<file path="src/design/ccbc_pkg.sv">
// Types and constants for the command block checker.
package ccbc_pkg;

    localparam logic [15:0] CRC_POLY      = 16'h1021;
    localparam logic [15:0] CRC_INIT      = 16'hFFFF;
    localparam logic [15:0] MAX_LEN_RESET = 16'd61;
    localparam logic [15:0] COUNT_MAX     = 16'hFFFF;

    typedef enum logic [1:0] {
        PH_LENGTH = 2'd0,
        PH_BODY   = 2'd1,
        PH_CHECK  = 2'd2,
        PH_DROP   = 2'd3
    } phase_t;

    typedef enum logic [2:0] {
        ST_GOOD           = 3'd0,
        ST_CORRECTED      = 3'd1,
        ST_CRC_ERROR      = 3'd2,
        ST_TOO_LONG       = 3'd3,
        ST_UNEXPECTED_END = 3'd4,
        ST_EMPTY          = 3'd5,
        ST_DONE           = 3'd6
    } status_t;

    typedef enum logic [1:0] {
        CFG_IGNORE_CRC = 2'd0,
        CFG_MAX_LEN    = 2'd1
    } cfg_index_t;

endpackage

</file>
<file path="src/design/ccbc_crc_fold.sv">
// Parallel CRC-16 update: folds one 16-bit word, MSB first, into the CRC.
module ccbc_crc_fold
(
    input  logic [15:0] crc_in,
    input  logic [15:0] word,
    output logic [15:0] crc_out
);
    import ccbc_pkg::*;

    logic [15:0] crc_work;
    logic [15:0] word_work;
    logic        top;

    always_comb
    begin
        crc_work  = crc_in;
        word_work = word;
        top       = 1'b0;
        for (int k = 0; k < 16; k++)
        begin
            top       = crc_work[15] ^ word_work[15];
            crc_work  = {crc_work[14:0], 1'b0} ^ (top ? CRC_POLY : 16'h0000);
            word_work = {word_work[14:0], 1'b0};
        end
        crc_out = crc_work;
    end

endmodule

</file>
<file path="config.mk">
export PLATFORM = sky130hd
export DESIGN_NAME = ccbc_crc_fold
export DESIGN_NICKNAME = d
export VERILOG_FILES = /design/src/design/ccbc_pkg.sv /design/src/design/ccbc_crc_fold.sv
export SDC_FILE = /design/constraint.sdc
export NUM_CORES = 1
export LEC_CHECK = 0
export BUFFER_PORTS_ARGS = -buffer_cell sky130_fd_sc_hd__buf_2
export CELL_PAD_IN_SITES_DETAIL_PLACEMENT = 2
export CELL_PAD_IN_SITES_GLOBAL_PLACEMENT = 2
export CORE_MARGIN = 2
export CORE_UTILIZATION = 19
export DETAILED_ROUTE_END_ITERATION = 10
export PLACE_DENSITY_LB_ADDON = 0.1
export SLEW_MARGIN = 10
export SYNTH_ARGS = -nofsm -noshare
export SYNTH_HDL_FRONTEND = slang
export SYNTH_SLANG_ARGS = --single-unit
export TNS_END_PERCENT = 30
</file>
<file path="constraint.sdc">
create_clock -name vclk -period 1.8
set_clock_uncertainty 0.2 [all_clocks]
set_input_delay 0.27 -clock vclk [all_inputs]
set_output_delay 0.27 -clock vclk [all_outputs]
set_load 0.1 [all_outputs]
</file>
==> results.yml, run 1 <==
run_status:
  status: "aborted with a tool error"
  stop_stage: "4_1_cts"
  error_message: "[ERROR DPL-0033] detailed placement checks failed during check placement."
synthesis:
  avgSynthCellArea_um2: 10.99
  synth_warnings: 0
  yosysTopAreaCell: "xnor2_1"
  synth_nets: 83
  synth_cells: 51
  post_synth_num_cell_types: 10
  yosys-top-cells-area: "xnor2_1 (50%), xor2_1 (14%), xnor3_1 (8.0%), xor2_2 (5.8%), xnor2_4 (4.9%)"
  synth_area_um2: 560.5
  yosysSeqAreaShare_pct: 0
  synth_top_area_share_pct: 50.00
placement:
  gp_congestion: 0.6385
  io_buffers: 48
  dp.cells: 158
  dp_hpwl_mm: 2.219
clock_network:
  ctsResizeCount: 41
  postCtsSetupBuffers: 5
  cts_hold_buffers: 0
floorplan:
  initial_core_util_pct: 20.15
  pin_count: 48
  die_x_um: 58.32
  rows: 19
  die_h_um: 58.32
[through the flow]
stage               util [%]  hold slack, ns  TNS (ns)  instance area, um2  setup WS [ns]
detailed placement     58.70          0.9952    -6.228                1633        -0.4873
floorplan                  -          0.8453    -10.17               903.4         -1.051
global placement       58.70          0.9924    -5.402                1633        -0.4235
[cells in the mapped netlist, drive strengths merged]
| cell | n |
|---|---|
| xor3 | 2 |
| buf | 1 |
| xnor3 | 3 |
| xor2 | 11 |
| xnor2 | 34 |
[kinds of logic after synthesis]
kind of cell and share of synthesized area [%]:
xor+xnor 98.66, buf+inv 1.340
==> inputs of run 2 (changes only) <==
Settings changed: CELL_PAD_IN_SITES_DETAIL_PLACEMENT 2 to unset, CELL_PAD_IN_SITES_GLOBAL_PLACEMENT 2 to unset, CORE_AREA set to 2 2 63 65, CORE_MARGIN 2 to unset, CORE_UTILIZATION 19 to unset, DIE_AREA set to 0 0 65 67, PLACE_DENSITY_LB_ADDON 0.1 to 0.15.
Clock period 1.8 ns to 2.34 ns, I/O delays scaled along.
==> run 2 against run 1 <==
Synthesized cell count stayed put. Area after synthesis unchanged. The flow now finishes, with violations (setup timing).
==> results.yml, run 2 <==
floorplan:
  die-area_mm2: 0.004355
  pin_count: 48
  die_x_um: 65
  initial_core_util_pct: 15.54
  coreArea_mm2: 0.003606
  rows: 22
  die_h_um: 67
synthesis:
  yosysSeqAreaShare_pct: 0
  synth_cells: 51
  synth_top_area_share_pct: 50.00
  synth_nets: 83
  yosysTopAreaCell: "xnor2_1"
  synth_warnings: 0
  yosys-top-cells-area: "xnor2_1 (50%), xor2_1 (14%), xnor3_1 (8.0%), xor2_2 (5.8%), xnor2_4 (4.9%)"
  synth_area_um2: 560.5
  avgSynthCellArea_um2: 10.99
  yosysMostFrequentCell: "xnor2_1"
  synth_commonest_cells: "xnor2_1 (32), xor2_1 (9), xnor3_1 (2), xor2_2 (2)"
  post_synth_num_cell_types: 10
setup_path:
  cp-end-kind: "output port"
  cp-start-kind: "primary input"
  crit_buf_inv: 3
  worstPathRequired_ns: 1.79
  crit_path_top_delay_cell: "xnor3_2"
  worst_path_most_repeated_cell: "xor2_4"
  path_class: "primary input to output port"
  crit_chain: "buf_4, xor2_4, xnor3_2, xnor2_4, buf_6, xor2_4, buf_12"
  slowest_delay_ns: 0.49
  arrival_ns: 1.79
  cp_top_family: "XOR/XNOR gates"
  crit_fanout: 2
worst_hold_path:
  min-delay-start: "word[8]"
  holdPathStages: 5
  min_path_type: "primary input to output port"
  worst_hold_path.endpoint: "crc_out[12]"
sta:
  grt_setup_unrepaired: "true"
  drv_slew: 0
  finalCritPeriodShare_pct: 100.0
  setup_viol: 1
  report.final.hold_viol_count: 0
  period_minus_slack_ns: 2.341
  setup_slack_ns: -0.0007274
  relSlewSlack_pct: 75.07
  tightest_slew_ns: 0.3713
  timing.fmax_ghz: 0.4272
final_layout:
  clkbuf_count: 0
  drive_gt1_share_pct: 88.37
  mostFrequentLayoutCells: "buf_4 (31), buf_2 (26), buf_12 (17)"
  nNetsFinal: 163
  final_common_cell: "buf_4"
  insertedDiodeCount: 0
  synthToLayoutAreaGrowth_pct: 219.0
  seq_cells: 0
  regArea_um2: 0
drt:
  totalWireLength_mm: 1.630
  avgViaCountPerCell: 3.486
  route.vias.total: 617
  top_layer: "met3"
  wl_met3_um: 91
  drc_errors: 0
  postRouteAntennaNets: 0
  met1_length_um: 553
  wl_per_cell_um: 9.209
  wl_met2_um: 985
  drtPass1Iterations: 2
  drt_iter0_markers: 6
global_route:
  grt.overflow.total: 0
  grt_pass1_wl_mm: 2.732
  grt_usage_pct: 7.819
  grt_pass1_vias: 646
  grt_max_degree: 5
  antenna_found_initial: 0
run:
  drv_cap: 0
run_status:
  violations: "setup timing"
  status: "complete, but fails checks"
clock_network:
  cts_hold_buffers: 0
placement:
  dp_slack_ns: -0.07021
  dp_hpwl_mm: 1.529
  io_buffers: 48
  gp_congestion: 0.6313
-- run 2: logic make-up after synthesis --
logic type	Yosys count	synth area share [%]
xor gates and xnor gates	50	98.66
buffers and inverters	1	1.340
-- run 2: final cells by class --
class,instances,area (um2)
fillers,329,1818
multi-input cells,50,960.9
well taps,48,60.06
repair buffers,79,767.0
-- run 2: worst max path at each step --
| stage | startpoint | to | slack, ns | cells after the start |
|---|---|---|---|---|
| 2_1_floorplan | crc_in[7] | crc_out[8] | -0.67 | 4 |
| 3_3_place_gp | crc_in[7] | crc_out[8] | -0.05 | 6 |
| 3_5_place_dp | crc_in[7] | crc_out[8] | -0.07 | 6 |
| 4_1_cts | crc_in[6] | crc_out[7] | -0.04 | 6 |
| 5_1_grt | crc_in[14] | crc_out[7] | -0.06 | 7 |
| 6_report | word[14] | crc_out[7] | -0.0007 | 7 |
-- run 2: per-layer routing --
layer	GRT usage (%)	up-vias
met3	0.6757	0
met1	8.848	287
met2	16.49	22
li1	-	308
met4	0	0
met5	0	-
-- run 2: repair_timing --
action,CTS,global route
setup buffers,2,3
endpoints found under the setup margin,10,12
pin swaps,3,10
resized for setup,7,14
cloned,0,0
-- run 2: stage by stage --
stage	util, %	hold WS (ns)	setup TNS, ns	std cells	cell area, um2
2_1_floorplan	-	1.007	-4.413	51	903.4
3_3_place_gp	45.25	1.149	-0.1396	172	1632
3_5_place_dp	45.25	1.146	-0.2552	172	1632
4_1_cts	46.91	1.158	-0.07277	174	1692
5_1_grt	49.58	1.197	-0.2419	177	1788
6_report	49.58	1.161	-0.0007274	177	1788
Power of run 2 is not shown: default switching activity piles up to over one toggle a cycle in this logic, so the estimate is an artifact.
==> inputs of run 3 (changes only) <==
Settings changed: PLACE_DENSITY set to 0.45, PLACE_DENSITY_LB_ADDON 0.15 to unset.
==> run 3 against run 2 <==
The run still ends with setup timing left. Hold slack got worse by 0.040 ns. Global-route usage increased by 0.36 points. Non-clock buffer count increased by 4. Cell area increased by 1.3%.
==> results.yml, run 3 (synthesized netlist as in run 2, its figures left out) <==
setup_path:
  path_class: "primary input to output port"
  slowest_delay_ns: 0.52
  crit_cells: 7
  crit_path_top_delay_cell: "xor3_2"
  arrival_ns: 1.83
  cp-end-kind: "output port"
  crit_buf_inv: 3
  cp-start-kind: "primary input"
  crit_fanout: 2
  worstPathRequired_ns: 1.79
  crit_chain: "buf_8, xnor2_4, xor3_2, xnor2_4, buf_12, xor2_4, buf_12"
  cp_top_family: "XOR/XNOR gates"
  critPathLaunch: "word[7]"
worst_hold_path:
  min-delay-start: "word[1]"
  worst_hold_path.endpoint: "crc_out[13]"
  min_path_type: "primary input to output port"
  holdPathStages: 5
drt:
  avgViaCountPerCell: 3.497
  drc_errors: 0
  drt_iter0_markers: 4
  wl_per_cell_um: 9.376
  drtPass1Iterations: 2
  totalWireLength_mm: 1.697
  route.vias.total: 633
  postRouteAntennaNets: 0
placement:
  place_area_mm2: 0.001647
  dp_hpwl_mm: 1.619
  gp_congestion: 0.6452
  io_buffers: 48
global_route:
  grt_pass1_wl_mm: 2.870
  grt.overflow.total: 0
  antenna_found_initial: 0
  grt_usage_pct: 8.181
  grt_max_degree: 5
  grt_pass1_vias: 647
sta:
  finalCritPeriodShare_pct: 101.6
  setup_slack_ns: -0.03760
  setup_viol: 4
  relSlewSlack_pct: 70.01
  timing.fmax_ghz: 0.4206
  tightest_slew_ns: 0.4467
  drv_slew: 0
  report.final.hold_viol_count: 0
  period_minus_slack_ns: 2.378
  grt_setup_unrepaired: "true"
run:
  drv_cap: 0
floorplan:
  die-area_mm2: 0.004355
  rows: 22
  die_h_um: 67
  die_x_um: 65
  pin_count: 48
  initial_core_util_pct: 15.54
  coreArea_mm2: 0.003606
final_layout:
  drive_gt1_share_pct: 85.71
  synthToLayoutAreaGrowth_pct: 223.0
  clkbuf_count: 0
  seq_cells: 0
  stdcell_area_mm2: 0.001810
  mostFrequentLayoutCells: "buf_4 (29), buf_2 (26), buf_12 (17)"
  final_common_cell: "buf_4"
  insertedDiodeCount: 0
  nNetsFinal: 167
  regArea_um2: 0
  n_fill_cell: 325
run_status:
  violations: "setup timing"
  status: "complete, but fails checks"
clock_network:
  cts_hold_buffers: 0
## run 3: cell types whose count changed in the layout (fill, tap and decap cells not counted), sizes merged
| cell | before | now |
|---|---|---|
| buf | 79 | 83 |
## run 3: worst max path at each step
stage,to,slack (ns)
6_report,crc_out[8],-0.04
3_5_place_dp,crc_out[8],-0.08
5_1_grt,crc_out[8],-0.09
2_1_floorplan,crc_out[8],-0.67
3_3_place_gp,crc_out[8],-0.06
4_1_cts,crc_out[7],-0.05
## run 3: timing repair
action,in CTS,in global routing
setup endpoints to repair,8,10
setup buffers,3,4
pin swaps,6,6
gates resized for setup,12,11
## run 3: area by class of cell
cell class | instances | area [um2] | area share, %
repair buffers | 83 | 819.5 | 45.27
well taps | 48 | 60.06 | 3.317
multi-input cells | 50 | 930.9 | 51.42
## run 3: stage by stage
stage          hold slack (ns)  worst slack [ns]  setup TNS, ns  cells  util [%]
3_3_place_gp             1.137          -0.06309        -0.2714    174     45.66
3_5_place_dp             1.134          -0.08204        -0.3582    174     45.66
6_report                 1.121          -0.03760       -0.05837    181     50.21
4_1_cts                  1.134          -0.05200        -0.1927    177     48.02
5_1_grt                  1.180          -0.09239        -0.3845    181     50.21
2_1_floorplan            1.007           -0.6732         -4.413     51         -
## run 3: metal layers
metal	wire [um]	track usage (%)	part of all wire [%]	vias up
met5	0	0	0	-
met4	0	0	0	0
met3	137	0.8446	8.1	0
met2	997	16.49	59	27
met1	562	9.784	33	287
li1	-	-	-	319
Power of run 3 is left out for the same reason.
==> inputs of run 4 (changes only) <==
Settings changed: SKIP_LAST_GASP set to 1.
==> run 4 against run 3 <==
The flow still finishes with violations (setup timing). Via count shrank 2.4%. Core utilization shrank 2.2 points. Setup slack lost 0.020 ns. Cell count shrank 1.7%. Fmax shrank 0.85%. Wire length shrank 4.1%. Cell area shrank 4.4%. Global-route usage shrank 0.072 points. Hold slack is essentially flat. Flip-flop and latch count is the same. Highest routed layer unchanged.
==> results.yml, run 4 (synthesized netlist as in run 2, its figures left out) <==
drt:
  avgViaCountPerCell: 3.472
  drtPass1Iterations: 3
  totalWireLength_mm: 1.628
  wl_per_cell_um: 9.146
  drt_iter0_markers: 4
  drc_errors: 0
  route.vias.total: 618
  postRouteAntennaNets: 0
placement:
  place_area_mm2: 0.001647
  io_buffers: 48
  dp.cells: 174
  dp_hpwl_mm: 1.619
  gp_congestion: 0.6452
final_layout:
  stdcell_count: 178
  final_common_cell: "buf_2"
  insertedDiodeCount: 0
  synthToLayoutAreaGrowth_pct: 208.9
  nNetsFinal: 164
  regArea_um2: 0
  drive_gt1_share_pct: 83.85
  n_fill_cell: 331
  mostFrequentLayoutCells: "buf_2 (29), buf_4 (28), buf_12 (17)"
  stdcell_area_mm2: 0.001732
  seq_cells: 0
  clkbuf_count: 0
setup_path:
  path_class: "primary input to output port"
  cp-start-kind: "primary input"
  crit_path_top_delay_cell: "xor3_2"
  cp-end-kind: "output port"
  crit_buf_inv: 3
  crit_fanout: 4
  worstPathRequired_ns: 1.79
  slowest_delay_ns: 0.53
  cp_top_family: "XOR/XNOR gates"
  arrival_ns: 1.85
  crit_chain: "buf_8, xor2_4, xor3_2, xnor2_4, buf_12, xor2_4, buf_12"
worst_hold_path:
  worst_hold_path.endpoint: "crc_out[13]"
  min_path_type: "primary input to output port"
  min-delay-start: "word[1]"
  holdPathStages: 5
floorplan:
  initial_core_util_pct: 15.54
  rows: 22
  pin_count: 48
  die_h_um: 67
  coreArea_mm2: 0.003606
  die_x_um: 65
  die-area_mm2: 0.004355
sta:
  setup_slack_ns: -0.05793
  report.final.hold_viol_count: 0
  relSlewSlack_pct: 69.79
  drv_slew: 0
  timing.fmax_ghz: 0.4170
  grt_setup_unrepaired: "true"
  finalCritPeriodShare_pct: 102.5
  tightest_slew_ns: 0.4500
  setup_viol: 4
  period_minus_slack_ns: 2.398
run_status:
  status: "complete, but fails checks"
  violations: "setup timing"
global_route:
  grt_pass1_wl_mm: 2.856
  grt.overflow.total: 0
  antenna_found_initial: 0
  grt_pass1_vias: 638
  grt_usage_pct: 8.109
  grt_max_degree: 5
clock_network:
  cts_hold_buffers: 0
run:
  drv_cap: 0
## run 4: through the flow
step / util [%] / setup TNS (ns) / hold WS [ns] / setup WS [ns]
after floorplan: - / -4.413 / 1.007 / -0.6732
after global placement: 45.66 / -0.2714 / 1.137 / -0.06309
after detailed placement: 45.66 / -0.3582 / 1.134 / -0.08204
after CTS: 47.15 / -0.3438 / 1.134 / -0.07577
after global routing: 48.02 / -0.5881 / 1.180 / -0.1210
final: 48.02 / -0.1189 / 1.121 / -0.05793
## run 4: worst max path at each step
stage	end	startpoint	cells after the start	slack (ns)
finish	crc_out[8]	crc_in[15]	7	-0.06
global route	crc_out[8]	crc_in[15]	7	-0.12
CTS	crc_out[15]	crc_in[7]	7	-0.08
detailed placement	crc_out[8]	crc_in[7]	6	-0.08
global placement	crc_out[8]	crc_in[7]	6	-0.06
floorplan	crc_out[8]	crc_in[7]	4	-0.67
## run 4: area by class of cell
class	instances	area [um2]	share of cell area, %
multi-input cells	50	904.6	52.24
well taps	48	60.06	3.468
repair buffers	80	767.0	44.29
## run 4: per-layer routing
layer	part of all wire (%)	wire length, um	GRT usage, %
met4	0	0	0
met2	58	937	16.11
met1	34	558	9.887
met5	0	0	0
met3	8.0	131	0.8446
## run 4: timing repair
| item | CTS | global route |
|---|---|---|
| pin swaps | 5 | 3 |
| endpoints found under the setup margin | 8 | 10 |
| buffers inserted | 3 | 1 |
| hold endpoints to repair | 0 | 0 |
| resized for setup | 5 | 7 |
## run 4: worst min-delay path, delay by kind of cell
| family | cells | cell delay, ns |
|---|---|---|
| buffers and inverters | 2 | 0.25 |
| XOR/XNOR | 3 | 0.36 |
Power of run 4 is left out for the same reason.
